[src/sv/mf3_pkg.sv]
// Shared constants and types for the 3x3 median filter.
`default_nettype none
package mf3_pkg;

    localparam int MAX_WIDTH_DEF  = 1024;
    localparam int PIXEL_BITS_DEF = 8;

    localparam int CFG_BITS     = 11;
    localparam int CFG_IDX_BITS = 1;
    localparam logic [CFG_IDX_BITS-1:0] CFG_IDX_WIDTH  = 1'b0;
    localparam logic [CFG_IDX_BITS-1:0] CFG_IDX_HEIGHT = 1'b1;

    localparam int WIDTH_RESET  = 640;
    localparam int HEIGHT_RESET = 480;
    localparam int MIN_DIM      = 3;
    localparam int MAX_HEIGHT   = 1024;

    localparam int ROW_BITS     = 10;
    localparam int COORD_BITS   = 10;
    localparam int OUT_PIX_BITS = 8;
    localparam int WIN_TAPS     = 9;

    typedef struct packed {
        logic [COORD_BITS-1:0] column;
        logic [COORD_BITS-1:0] row;
        logic                  last;
    } t_meta;

    typedef struct packed {
        logic [OUT_PIX_BITS-1:0] median_value;
        t_meta                   meta;
    } t_res;

endpackage
`default_nettype wire

[src/sv/mf3_res_if.sv]
// Result output channel: valid/ready handshake with median and position.
`default_nettype none
interface mf3_res_if ();
    logic                              valid;
    logic                              ready;
    logic [mf3_pkg::OUT_PIX_BITS-1:0]  median_value;
    logic [mf3_pkg::COORD_BITS-1:0]    column;
    logic [mf3_pkg::COORD_BITS-1:0]    row;
    logic                              last;

    modport source (output valid, output median_value, output column, output row,
                    output last, input ready);
    modport sink   (input valid, input median_value, input column, input row,
                    input last, output ready);
endinterface
`default_nettype wire

[src/sv/mf3_skid.sv]
// Two-beat output buffer that decouples the filter pipeline from the result sink.
`default_nettype none
module mf3_skid (
    input  wire logic         i_clk,
    input  wire logic         i_rst_n,
    input  wire logic         i_push,
    input  wire mf3_pkg::t_res i_data,
    output logic              o_space,
    mf3_res_if.source         o_res
);

    mf3_pkg::t_res r_buf [2];
    logic [1:0]    r_cnt;
    logic          r_wp;
    logic          r_rp;
    logic          pop;
    mf3_pkg::t_res head;

    assign pop     = o_res.valid && o_res.ready;
    assign o_space = (r_cnt != 2'd2);

    always_ff @(posedge i_clk) begin
        if (!i_rst_n) begin
            r_cnt <= 2'd0;
            r_wp  <= 1'b0;
            r_rp  <= 1'b0;
        end else begin
            if (i_push) begin
                r_wp <= ~r_wp;
            end
            if (pop) begin
                r_rp <= ~r_rp;
            end
            case ({i_push, pop})
                2'b10:   r_cnt <= r_cnt + 2'd1;
                2'b01:   r_cnt <= r_cnt - 2'd1;
                default: r_cnt <= r_cnt;
            endcase
        end
    end

    always_ff @(posedge i_clk) begin
        if (i_push) begin
            r_buf[r_wp] <= i_data;
        end
    end

    assign head               = r_buf[r_rp];
    assign o_res.valid        = (r_cnt != 2'd0);
    assign o_res.median_value = head.median_value;
    assign o_res.column       = head.meta.column;
    assign o_res.row          = head.meta.row;
    assign o_res.last         = head.meta.last;

endmodule
`default_nettype wire

[src/flat_wrapper.sv]
// flat-port wrapper written by rule: the top's interface ports become plain ports
module mf3_skid_flat 
  (i_clk, i_rst_n, i_push, i_data, o_space, o_res_valid, o_res_median_value, o_res_column, o_res_row, o_res_last, o_res_ready);
  mf3_res_if o_res_i ();
  input  wire logic i_clk;
  input  wire logic i_rst_n;
  input  wire logic i_push;
  input  wire mf3_pkg::t_res i_data;
  output logic o_space;
  output wire logic [$bits(o_res_i.valid)-1:0] o_res_valid;
  output wire logic [$bits(o_res_i.median_value)-1:0] o_res_median_value;
  output wire logic [$bits(o_res_i.column)-1:0] o_res_column;
  output wire logic [$bits(o_res_i.row)-1:0] o_res_row;
  output wire logic [$bits(o_res_i.last)-1:0] o_res_last;
  input wire logic [$bits(o_res_i.ready)-1:0] o_res_ready;
  assign o_res_valid = o_res_i.valid;
  assign o_res_median_value = o_res_i.median_value;
  assign o_res_column = o_res_i.column;
  assign o_res_row = o_res_i.row;
  assign o_res_last = o_res_i.last;
  assign o_res_i.ready = o_res_ready;
  mf3_skid u_core (.i_clk(i_clk), .i_rst_n(i_rst_n), .i_push(i_push), .i_data(i_data), .o_space(o_space), .o_res(o_res_i));
endmodule
[config.mk]
export PLATFORM = sky130hd
export DESIGN_NAME = mf3_skid_flat
export DESIGN_NICKNAME = d
export VERILOG_FILES = /design/src/sv/mf3_pkg.sv /design/src/sv/mf3_res_if.sv /design/src/sv/mf3_skid.sv /design/src/flat_wrapper.sv
export SDC_FILE = /design/constraint.sdc
export NUM_CORES = 1
export LEC_CHECK = 0
export ABC_AREA = 1
export BUFFER_PORTS_ARGS = -buffer_cell sky130_fd_sc_hd__buf_2
export CAP_MARGIN = 0
export CORE_ASPECT_RATIO = 0.75
export CORE_MARGIN = 8
export CORE_UTILIZATION = 24
export CTS_BUF_LIST = sky130_fd_sc_hd__clkbuf_4
export DETAILED_ROUTE_END_ITERATION = 16
export GPL_TIMING_DRIVEN = 0
export SYNTH_ARGS = -nofsm -noshare
export SYNTH_HDL_FRONTEND = slang
export SYNTH_SLANG_ARGS = --single-unit
[constraint.sdc]
create_clock -name i_clk -period 2.34 [get_ports i_clk]
set_input_delay 0.117 -clock i_clk [delete_from_list [all_inputs] [get_ports i_clk]]
set_output_delay 0.117 -clock i_clk [all_outputs]
set_load 0.05 [all_outputs]
# After elaboration in Yosys (flattened, before gate mapping)
# Memories as Yosys holds them, arrays and structs flattened. A register that Yosys moved wholly into a read port is not among the register bits.
# Index checks and enable logic that the tools add are counted.
[classes]
addsub = 2
n_mul = 0
div = 0
magnitude_cmp = 0
n_eq_ne = 3
shifts = 0
mux = 5
bitwise_logic = 2
reduce_logical = 3
[op_table]
columns = ["op", "n"]
rows = [
  ["$mux W1", 4],
  ["$pmux W2 S2", 1],
  ["$reduce_bool A2 Y1", 2],
  ["$add A2 B1 Y2 const B", 1],
  ["$eq A2 B1 Y1 const B", 1],
  ["$eq A2 B2 Y1 const B", 1],
  ["$ne A2 B2 Y1 const B", 1],
  ["$not A1 Y1", 2],
  ["$sub A2 B1 Y2 const B", 1],
  ["$logic_and A1 B1 Y1", 1],
]
[word_totals]
ff_bits = 4
latchBits = 0
ramBits = 58
rom_bits = 0
input_bits = 33
out_inout_bits = 31
elab_cells = 19
n_memories = 1
[mem_list]
columns = ["memory", "words", "word_bits", "rd", "rd_clocked_by_memory_dff", "wr", "line", "text"]
rows = [
  ["u_core.r_buf", 2, 29, 1, 1, 1, "mf3_skid.sv:12", "mf3_pkg::t_res r_buf [2];"],
]

# Depth between registers and ports, before layout
[logic_depth]
ltp_word = 4
depth_mapped = 7
depth_no_buf = 7

# Worst setup path after synthesis
# OpenSTA, ideal clock, no wires.
[synth_path]
kind = "flip-flop to flip-flop"
from = "register u_core.r_wp"
to = "memory u_core.r_buf[0][0] in the netlist's numbering (enable)"
setup_time_ns = 0.415
t_arrival_ns = 1.553
required_ns = 1.925
setup_slack_ns = 0.371
path_stages_with_launch = 2
n_path_buf = 0
synth_period_minus_slack_ns = 1.969
path_cell_list = "dfxtp_1 -> nor2_1"
[synth_lines]
columns = ["element", "line", "text"]
rows = [
  ["start: declaration", "mf3_skid.sv:14", "logic r_wp;"],
  ["start signal: assignment", "mf3_skid.sv:29", "r_wp <= ~r_wp;"],
  ["end: declaration", "mf3_skid.sv:12", ""],
]
# No word-level cell before the write port.

==> results.toml <==
[routing]
detail-route-antenna-nets = 0
wl_microns = 4850
drc = 0
vias = 1400
first_pass_iters = 4
routedWlPerCell_microns = 13.1
drt_iter0_drc = 51
via_per_inst = 3.79

[logic_synthesis]
synth_top_cell_by_area = "edfxtp_1"
syn_nets = 160
yosysSeqAreaShare_pct = 77.8
syn_inst = 126
synth-edff-count = 58
yosys-top-cells-area = "edfxtp_1 74%, mux2_2 9.0%, mux2_4 6.3%, dfxtp_1 4.2%, nor2_1 1.6%"
synthFlopType = "edfxtp_1"
async_reset_ff_share_pct = 0
yosys-top-cells-count = "58 x edfxtp_1, 19 x mux2_2, 10 x mux2_4, 10 x nor2_1, 9 x nand2_1"
synthDistinctLibCells = 15
synth.cell_area_sq_mm = 0.00237
synth.most_common_cell = "edfxtp_1"
synth_top_area_share_pct = 73.5
ys_seq_elements = 63
yosys_warnings = 0
avgSynthCellArea_sq_um = 18.8

[floorplanning]
num_rows = 31
start_util_pct = 24.6
io_pins = 64
die_width_microns = 131
die_h_microns = 102
dieArea_sq_mm = 0.0133
core_area_sq_mm = 0.00962

[final_layout]
area_delta_synth_final_pct = 39.7
stdcell_area_sq_mm = 0.00331
nNetsFinal = 266
final-seq-area_sq_mm = 0.00184
multiInputGateArea_sq_um = 484
antenna-diode-count = 0
fill_cells = 973
drive_gt1_share_pct = 46.4

[clock_tree]
clockBufferDepth = 2
clk_pin_slew_ns = 0.08
cts_tree = "yes"
ctsHoldBuffers = 31
numCtsBuffers = 9
htreeDepth = 3
cts_setup_buffers = 0
root_buffer = "clkbuf_4"
insertion_delay_ns = 0.40
ctsResizeCount = 0
clock-sinks = 63

[placement]
post_dp_cell_area_sq_mm = 0.00286
io_buffers = 63
dp.final_hpwl_microns = 3150
gp_congestion = 0.625

[critical_path]
r2r_cells = 3
crit_arrival_ns = 1.64
end_kind = "output pin"
worstPathRequired_ns = 2.22
r2r_start = "u_core.r_wp"
crit_slowest_cell = "dfxtp_1"
r2r_setup_slack_ns = 0.74
path_common_cell = "buf_6"
crit_fanout = 10
reg2reg_to = "u_core.r_buf[1][19]"
worstSetupEndpoint = "o_res_column[1]"
path_class = "register to output pin"
start_kind = "register"
cp_slowest_stage_delay_ns = 0.35
crit_chain = "buf_6 > buf_6 > mux2_4 > buf_2"

[run]
maxCapViolations = 0

[sta]
rsz0062_at_grt = "no"
hold_ws_ns = 0.0501
fin_crit_sh_pct = 74.9
hold_viol_final = 0
finalMaxSlewViolations = 0
skew_ns = 0.0133
worst_slew_margin_rel_pct = 39.7
setup_violations = 0
fmax_mhz = 571
min_period_ns = 1.75
tightest_slew_ns = 0.902

[hold_path]
hold_class = "primary input to register"

[pwr]
p_leak_nw = 1.29
power_w = 0.00261
ir_drop_mv = 0.465
p_per_area_mw_per_mm2 = 790

[grt]
track_usage_pct = 7.92
grt_pass1_wl_microns = 7670
grt_max_degree = 30
grt_pass1_vias = 1569
grt_overflow_total = 0
antenna_found_initial = 0

[run_status]
outcome = "finished clean"
layout by cell type (no fill, tap or decap), types with 2 or more instances in the layout:
cell,Yosys,final
clkinv_2,0,2
buf_2,1,64
clkinv_1,0,3
nor2_1,10,9
nand2_1,9,9
dfxtp_1,5,5
clkbuf_4,0,10
mux2_4,10,10
dlygate4sd3_1,0,31
edfxtp_1,58,58
inv_1,6,6
buf_6,2,2
mux2_2,19,19
state kept, by name, indices dropped and copies added, names as in the netlist, named ones only:
signal / count
u_core.r_wp: 1
u_core.r_cnt: 2
u_core.r_buf: 58
u_core.r_rp: 1
critical path, delay by kind of cell, from the launching register on:
kind                   cells  cell delay, ns
buffers and inverters      3            0.56
DFF                        1            0.35
muxes                      1            0.32
per-layer routing:
metal | track usage (%) | up-vias | part of all wire (%)
li1 | - | 684 | -
met1 | 8.28 | 656 | 43
met2 | 12.6 | 51 | 45
met3 | 5.06 | 9 | 10
met4 | 3.17 | 0 | 1.5
met5 | 0 | - | 0
power by group:
| part | internal [W] | total [W] | leakage (nW) | switching, W |
|---|---|---|---|---|
| combinational | 0.000208 | 0.000608 | 0.630 | 0.000400 |
| sequential | 0.00130 | 0.00132 | 0.586 | 0.0000216 |
| clock | 0.000324 | 0.000684 | 0.0727 | 0.000360 |
| total | 0.00183 | 0.00261 | 1.29 | 0.000781 |
through the flow:
step / instances / TNS [ns] / util [%] / setup slack [ns]
3_3_place_gp: 321 / -14.64 / 29.6 / -0.509
4_1_cts: 368 / 0 / 34.2 / 0.447
3_5_place_dp: 321 / 0 / 29.7 / 0.466
5_1_grt: 369 / 0 / 34.4 / 0.451
2_1_floorplan: 126 / 0 / - / 0.371
6_report: 369 / 0 / 34.4 / 0.588
logic make-up after synthesis:
logic type	count (synthesis)	share of synthesized area, %
buffers and inverters	9	2.11
adders and majority gates	1	0.528
DFF	63	77.8
muxes	29	15.4
and+or+nand+nor	21	3.49
AOI/OAI and AO/OA	3	0.739
cell type report:
| type | instances | share of cell area [%] |
|---|---|---|
| plain buffers | 3 | 0.832 |
| clock buffers | 10 | 2.27 |
| clock inverters | 6 | 1.55 |
| inverters | 6 | 0.681 |
| multi-input cells | 54 | 14.6 |
| flip-flops and latches | 63 | 55.7 |
| well taps | 132 | 4.99 |
| repair buffers | 95 | 19.4 |
how the worst min path moves through the flow:
stage | cells past startpoint | to | startpoint
after global placement | 1 | u_core.r_buf[0][8] | i_data[8]
after CTS | 4 | u_core.r_rp | o_res_ready
final | 4 | u_core.r_rp | o_res_ready
after global routing | 4 | u_core.r_rp | o_res_ready
after floorplan | 0 | u_core.r_buf[0][0] | i_data[0]
after detailed placement | 1 | u_core.r_buf[0][1] | i_data[1]
(Power assumes the default switching activity.)
