===== config.mk =====
export PLATFORM = sky130hd
export DESIGN_NAME = mf3_median
export DESIGN_NICKNAME = d
export VERILOG_FILES = /design/src/sv/mf3_pkg.sv /design/src/sv/mf3_median.sv
export SDC_FILE = /design/constraint.sdc
export NUM_CORES = 1
export LEC_CHECK = 0
export BUFFER_PORTS_ARGS = -buffer_cell sky130_fd_sc_hd__buf_4
export CORE_MARGIN = 5
export CORE_UTILIZATION = 30
export CTS_CLUSTER_DIAMETER = 40
export CTS_CLUSTER_SIZE = 40
export DETAILED_ROUTE_END_ITERATION = 10
export SYNTH_ARGS = -nofsm -noshare
export SYNTH_HDL_FRONTEND = slang
export SYNTH_SLANG_ARGS = --single-unit

===== constraint.sdc =====
create_clock -name i_clk -period 5.5 [get_ports i_clk]
set_input_delay 0.275 -clock i_clk [delete_from_list [all_inputs] [get_ports i_clk]]
set_output_delay 0.275 -clock i_clk [all_outputs]
set_load 0.03 [all_outputs]

===== src/sv/mf3_pkg.sv =====
// Shared constants and types for the 3x3 median filter.
`default_nettype none
package mf3_pkg;

    localparam int MAX_WIDTH_DEF  = 1024;
    localparam int PIXEL_BITS_DEF = 8;

    localparam int CFG_BITS     = 11;
    localparam int CFG_IDX_BITS = 1;
    localparam logic [CFG_IDX_BITS-1:0] CFG_IDX_WIDTH  = 1'b0;
    localparam logic [CFG_IDX_BITS-1:0] CFG_IDX_HEIGHT = 1'b1;

    localparam int WIDTH_RESET  = 640;
    localparam int HEIGHT_RESET = 480;
    localparam int MIN_DIM      = 3;
    localparam int MAX_HEIGHT   = 1024;

    localparam int ROW_BITS     = 10;
    localparam int COORD_BITS   = 10;
    localparam int OUT_PIX_BITS = 8;
    localparam int WIN_TAPS     = 9;

    typedef struct packed {
        logic [COORD_BITS-1:0] column;
        logic [COORD_BITS-1:0] row;
        logic                  last;
    } t_meta;

    typedef struct packed {
        logic [OUT_PIX_BITS-1:0] median_value;
        t_meta                   meta;
    } t_res;

endpackage
`default_nettype wire


===== src/sv/mf3_median.sv =====
// Pipelined median-of-nine compare network: column sort, row reduce, final median.
`default_nettype none
module mf3_median #(
    parameter int PIXEL_BITS = mf3_pkg::PIXEL_BITS_DEF
) (
    input  wire logic                  i_clk,
    input  wire logic                  i_rst_n,
    input  wire logic                  i_en,
    input  wire logic                  i_valid,
    input  wire logic [PIXEL_BITS-1:0] i_win [mf3_pkg::WIN_TAPS],
    input  wire mf3_pkg::t_meta        i_meta,
    output logic                       o_valid,
    output logic      [PIXEL_BITS-1:0] o_median,
    output mf3_pkg::t_meta             o_meta
);

    function automatic logic [PIXEL_BITS-1:0] min2(input logic [PIXEL_BITS-1:0] a,
                                                   input logic [PIXEL_BITS-1:0] b);
        return (a < b) ? a : b;
    endfunction

    function automatic logic [PIXEL_BITS-1:0] max2(input logic [PIXEL_BITS-1:0] a,
                                                   input logic [PIXEL_BITS-1:0] b);
        return (a < b) ? b : a;
    endfunction

    function automatic logic [PIXEL_BITS-1:0] med3(input logic [PIXEL_BITS-1:0] a,
                                                   input logic [PIXEL_BITS-1:0] b,
                                                   input logic [PIXEL_BITS-1:0] c);
        return max2(min2(a, b), min2(max2(a, b), c));
    endfunction

    logic [PIXEL_BITS-1:0] n_lo  [3];
    logic [PIXEL_BITS-1:0] n_mid [3];
    logic [PIXEL_BITS-1:0] n_hi  [3];
    logic [PIXEL_BITS-1:0] r_lo  [3];
    logic [PIXEL_BITS-1:0] r_mid [3];
    logic [PIXEL_BITS-1:0] r_hi  [3];
    logic                  r_a_valid;
    mf3_pkg::t_meta        r_a_meta;

    logic [PIXEL_BITS-1:0] r_max_lo;
    logic [PIXEL_BITS-1:0] r_med_mid;
    logic [PIXEL_BITS-1:0] r_min_hi;
    logic                  r_b_valid;
    mf3_pkg::t_meta        r_b_meta;

    // sort each window column (oldest line, middle line, newest line)
    always_comb begin
        for (int k = 0; k < 3; k++) begin
            n_lo[k]  = min2(min2(i_win[k], i_win[k+3]), i_win[k+6]);
            n_mid[k] = med3(i_win[k], i_win[k+3], i_win[k+6]);
            n_hi[k]  = max2(max2(i_win[k], i_win[k+3]), i_win[k+6]);
        end
    end

    always_ff @(posedge i_clk) begin
        if (!i_rst_n) begin
            r_a_valid <= 1'b0;
            r_b_valid <= 1'b0;
        end else if (i_en) begin
            r_a_valid <= i_valid;
            r_b_valid <= r_a_valid;
        end
    end

    always_ff @(posedge i_clk) begin
        if (i_en) begin
            r_lo     <= n_lo;
            r_mid    <= n_mid;
            r_hi     <= n_hi;
            r_a_meta <= i_meta;

            r_max_lo  <= max2(max2(r_lo[0], r_lo[1]), r_lo[2]);
            r_med_mid <= med3(r_mid[0], r_mid[1], r_mid[2]);
            r_min_hi  <= min2(min2(r_hi[0], r_hi[1]), r_hi[2]);
            r_b_meta  <= r_a_meta;
        end
    end

    assign o_valid  = r_b_valid;
    assign o_median = med3(r_max_lo, r_med_mid, r_min_hi);
    assign o_meta   = r_b_meta;

endmodule
`default_nettype wire


Yosys cells after proc, flatten, opt, wreduce, memory -nomap -nowiden
Cells that the tools add are included.
Widths: inputs -> output; s select.
Word-level totals
  flip-flop bits (word level): 140
Operators by class
  magnitude comparators: 22
  mux-type cells: 30
Operator list (count)
  $mux 8: 30
  $lt 8x8->1: 22

Depth between registers and ports, before layout
  depth in word-level cells: 6
  gate-level depth with buffers: 26

Worst setup path before layout
OpenSTA, ideal clock, no wires.
  path kind: register to register
  start: register r_mid[17] (netlist name)
  end: register r_med_mid[1], data pin
  data required time: 5.240 ns
  clock period less this slack: 5.289 ns
  cell stages (with the launch flop): 23
  library setup time: 0.260 ns
  path slack: 0.211 ns
  arrival time: 5.029 ns
  cell sequence: edfxtp_1 > ha_1 > o21ai_0 > o21ai_1 > a21oi_2 > clkbuf_1 > mux2_2 > ha_1 > a21oi_1 > nor2_1 > a211oi_1 > o31a_1 > a31oi_4 > mux2i_1 > ha_1 > and3_1 > o211ai_1 > or4_1 > a21oi_1 > a221oi_1 > o21ai_1 > buf_2 > o21ai_1
On the way
  cells in the longest elaborated chain, start to end: 6
  elaborated cells between the ends (all ways): 7
RTL lines
  from (decl): line mf3_median.sv:37  | logic [PIXEL_BITS-1:0] r_mid [3];
  from (signal assigned): line mf3_median.sv:70  | r_mid <= n_mid;
  $lt 8x8->1: line mf3_median.sv:19, mf3_median.sv:24
  $mux 8: line mf3_median.sv:24  | return (a < b) ? b : a;
  $lt 8x8->1: line mf3_median.sv:19  | return (a < b) ? a : b;
  $mux 8: line mf3_median.sv:19
  $lt 8x8->1: line mf3_median.sv:24
  $mux 8 (*): line mf3_median.sv:24
  to (signal assigned): line mf3_median.sv:75  | r_med_mid <= med3(r_mid[0], r_mid[1], r_mid[2]);
  to (decl): line mf3_median.sv:43  | logic [PIXEL_BITS-1:0] r_med_mid;
Every way passes the cells marked *; elsewhere a longest branch is shown, timed or not.
A chain may end at the register's enable or synchronous reset.

Worst setup path after layout
  start: register r_med_mid[1]
  end: output o_median[3]
On the way
  cells in the longest elaborated chain, start to end: 6
  elaborated cells between the ends (all ways): 7
RTL lines
  $lt 8x8->1: line mf3_median.sv:19, mf3_median.sv:24
  $mux 8: line mf3_median.sv:24
  $lt 8x8->1: line mf3_median.sv:19
  $mux 8: line mf3_median.sv:19
  $lt 8x8->1: line mf3_median.sv:24
  $mux 8 (*): line mf3_median.sv:24
  to (decl): line mf3_median.sv:13  | output logic [PIXEL_BITS-1:0] o_median,
Marks and branches as above.

==> impl_metrics.json <==
{
  "r2r_cells": 24,
  "wl_mm": 27.6,
  "fill_cells": 3466,
  "viasPerCell": 4.89,
  "crit_chain": "inv_1 -> ha_1 -> a21o_1 -> a211oi_2 -> o31a_1 -> buf_6 -> mux2_4 -> ha_4 -> a211oi_2 -> a221oi_2 -> nor2_4 -> a21oi_4 -> buf_6 -> mux2i_1 -> ha_1 -> nand3_1 -> or2_4 -> o21ai_4 -> mux2i_1 -> buf_4",
  "yosys.cell_types.count": 63,
  "synth_common_cells": "ha_1 (154), edfxtp_1 (138), inv_1 (135), nand2_1 (86), nor2_1 (82)",
  "worst_slew_pin_slew_ns": 0.897,
  "rsz0062_at_grt": "true",
  "syn_nets": 1348,
  "swShare": 0.438,
  "dp_hpwl_mm": 22.5,
  "worst-setup-path-type": "flip-flop to output pin",
  "pre_cts_ws_ns": -0.0822,
  "cp.arrival_ns": 5.01,
  "row_count": 69,
  "die_y_um": 200,
  "syn_to_final_growth_pct": 23.3,
  "reg2reg_slack_ns": 0.35,
  "die_area_um2": 40200,
  "cts_root_buffer": "clkbuf_16",
  "drtPass1Iterations": 4,
  "hold_viol_final": 0,
  "worstPathMaxFanout": 8,
  "total_power_mw": 7.74,
  "synth-main-ff-cell": "edfxtp_1",
  "combPwrFrac": 0.640,
  "synth.most_common_cell": "ha_1",
  "seqPwrFrac": 0.218,
  "grt_overflow": 0,
  "cts_tree": "built",
  "grt_start_max_net_pins": 59,
  "setup_viol": 0,
  "drv_slew": 0,
  "post-route-drc-count": 0,
  "start_util": 0.305,
  "max_freq_mhz": 189,
  "path_buf_inv": 4,
  "cpLargestDelayFamily": "compound AO/OA/AOI/OAI gates",
  "grt_first_pass_wirelength_mm": 43.8,
  "rr_startpoint": "r_mid[14]",
  "async_flop_share": 0,
  "wire_per_inst_um": 15.9,
  "synth_area_leaders": "edfxtp_1 (38%), ha_1 (18%), mux2i_1 (6.0%), inv_1 (4.7%), mux2_2 (4.0%)",
  "clkTransAtPathRegs_ns": 0.07,
  "p_int_mw": 4.35,
  "status": "finished clean",
  "slew_headroom": 0.399,
  "n_antenna_cell": 0,
  "hold_class": "primary input to flip-flop",
  "crit_path_end_kind": "output pin",
  "numCtsBuffers": 17,
  "ios": 127,
  "ir_worst_vdd_v": 0.000483,
  "worstSkewPairLatency_ns": 0.42,
  "hold_end": "r_a_meta[13]",
  "ys_seq_area_frac": 0.385,
  "num_vias": 8478,
  "slowest_stage": "edfxtp_1",
  "drive_gt1_frac": 0.224,
  "globalRouteMet2Util": 0.232,
  "p_switching_mw": 3.39,
  "powerDensity_nw_per_um2": 577,
  "p_leak_nw": 6.11,
  "cp_data_required_time_ns": 5.22,
  "finalWorstSetupSlack_ns": 0.214,
  "cp-start-kind": "flip-flop",
  "r2r-end": "r_med_mid[6]",
  "die_width_um": 200,
  "synth-seq-cells": 140,
  "min_period_ns": 5.29,
  "yosys_warnings": 0,
  "htreeDepth": 4,
  "antenna_found_initial": 0,
  "grt_pass1_vias": 8480,
  "num-nets-final": 1511,
  "skew_ns": 0.0156,
  "drtIter0Drc": 384,
  "grtUsageMet1": 0.168,
  "syn_area_per_cell_um2": 9.92,
  "gp_congestion": 0.917,
  "postRouteAntennaNets": 0,
  "grt_util_all_layers": 0.132,
  "met3_usage": 0.0199,
  "cts_buffer_depth": 2,
  "cpPeakStageDelay_ns": 0.44,
  "synthCells": 1097,
  "cts.sink_count": 140,
  "max_cap_viol_count": 0,
  "worstHoldStart": "i_meta[13]",
  "hold_path_depth": 1,
  "power.share.clock": 0.142,
  "period_share": 0.961,
  "synth_top_area_cell": "edfxtp_1",
  "finalSetupTns_ns": 0,
  "top_usage_layer": "met2",
  "ctsHoldBuffers": 0,
  "synth-edff-count": 138,
  "netlist_area_um2": 10900,
  "yosys.area.top_type_share": 0.381,
  "coreArea_um2": 35700,
  "portBuffers": 126
}
## cells in the final DEF (no fill, tap or decap), drive strengths merged, types with 5 or more instances in the layout
master  Yosys  routed
buf        18     170
ha        154     154
inv       135     143
edfxtp    138     138
o21ai     107     107
nand2      86      86
nor2       83      83
a21oi      76      76
mux2i      65      65
mux2       56      56
a21o       23      23
clkbuf      8      17
nand4      16      16
a211oi     16      16
nor3       11      11
o21a       10      10
nand3       9       9
nor2b       8       8
nand2b      7       7
o211ai      6       6
clkinv      0       5
## cell type report
cell class / instances / area [um2] / area share
well taps: 461 / 577 / 0.0430
inverters: 135 / 507 / 0.0378
flip-flops and latches: 140 / 4180 / 0.312
repair buffers: 170 / 1320 / 0.0981
clock buffers: 17 / 425 / 0.0317
multi-input cells: 796 / 6250 / 0.466
clock inverters: 15 / 150 / 0.0112
## registers in the layout, summed over array words and instances, names as in the netlist
signal,flops
r_mid,24
o_valid,1
r_a_valid,1
r_min_hi,8
r_max_lo,8
r_med_mid,8
r_a_meta,21
o_meta,21
r_lo,24
r_hi,24
## per-stage QoR
step            util  std cells  instance area (um2)  hold slack (ns)
2_1_floorplan      -       1097                10900            0.374
3_3_place_gp   0.351       1684                12500            0.400
3_5_place_dp   0.351       1684                12500            0.405
4_1_cts        0.371       1725                13200           0.0101
5_1_grt        0.376       1734                13400         0.000984
6_report       0.376       1734                13400           0.0265
## worst max path at each step
stage | from | endpoint | cells after the start
final | r_med_mid[1] | o_median[3] | 20
after global routing | r_med_mid[5] | o_median[7] | 23
after global placement | i_win[45] | r_mid[16] | 23
after detailed placement | i_win[45] | r_mid[16] | 23
after floorplan | r_mid[17] | r_med_mid[1] | 22
after CTS | r_max_lo[5] | o_median[2] | 22
## what timing repair did
item	4_1_cts	5_1_grt
buffers inserted	9	9
setup endpoints to repair	8	24
gates cloned	0	0
pin swaps	9	14
gates resized for setup	14	26
## kinds of logic (layout without fill, tap and decap cells)
family | after synthesis | in the layout | share of synthesized area
flops | 140 | 140 | 0.385
compound gates | 280 | 280 | 0.163
mux | 121 | 121 | 0.118
simple gates | 241 | 241 | 0.0989
fa+ha+maj | 154 | 154 | 0.177
buf+inv | 161 | 337 | 0.0577
## layer usage
metal  part of all wire  wire (um)
met2               0.50      13700
met3              0.029        811
met5                  0          0
met1               0.45      12400
met4              0.023        642
## power by group through the flow
| stage | logic [mW] | registers (mW) | clock network (mW) |
|---|---|---|---|
| global placement | 4.23 | 1.70 | 0 |
| finish | 4.96 | 1.69 | 1.10 |
| CTS | 4.61 | 1.68 | 1.12 |
| floorplan | 3.10 | 1.64 | 0 |
| detailed placement | 4.35 | 1.70 | 0 |
| global route | 5.46 | 1.71 | 1.17 |
## worst register-to-register path, cell delays in order, from the launching register on
cell and delay, ns:
edfxtp_1 0.47, inv_1 0.12, ha_1 0.23, nand2_1 0.08
nor3_1 0.06, a21oi_2 0.18, buf_12 0.18, mux2_2 0.37
ha_1 0.30, a21oi_1 0.14, nor2_1 0.06, a211oi_1 0.26
o31a_1 0.26, a31oi_4 0.06, buf_4 0.17, mux2i_1 0.14
ha_1 0.29, and3_1 0.19, o211ai_1 0.13, or4_1 0.49
a21oi_1 0.13, a221oi_1 0.11, o21ai_2 0.13, buf_4 0.23
mux2i_1 0.22
Note: power is estimated with default switching activity, not from simulation.
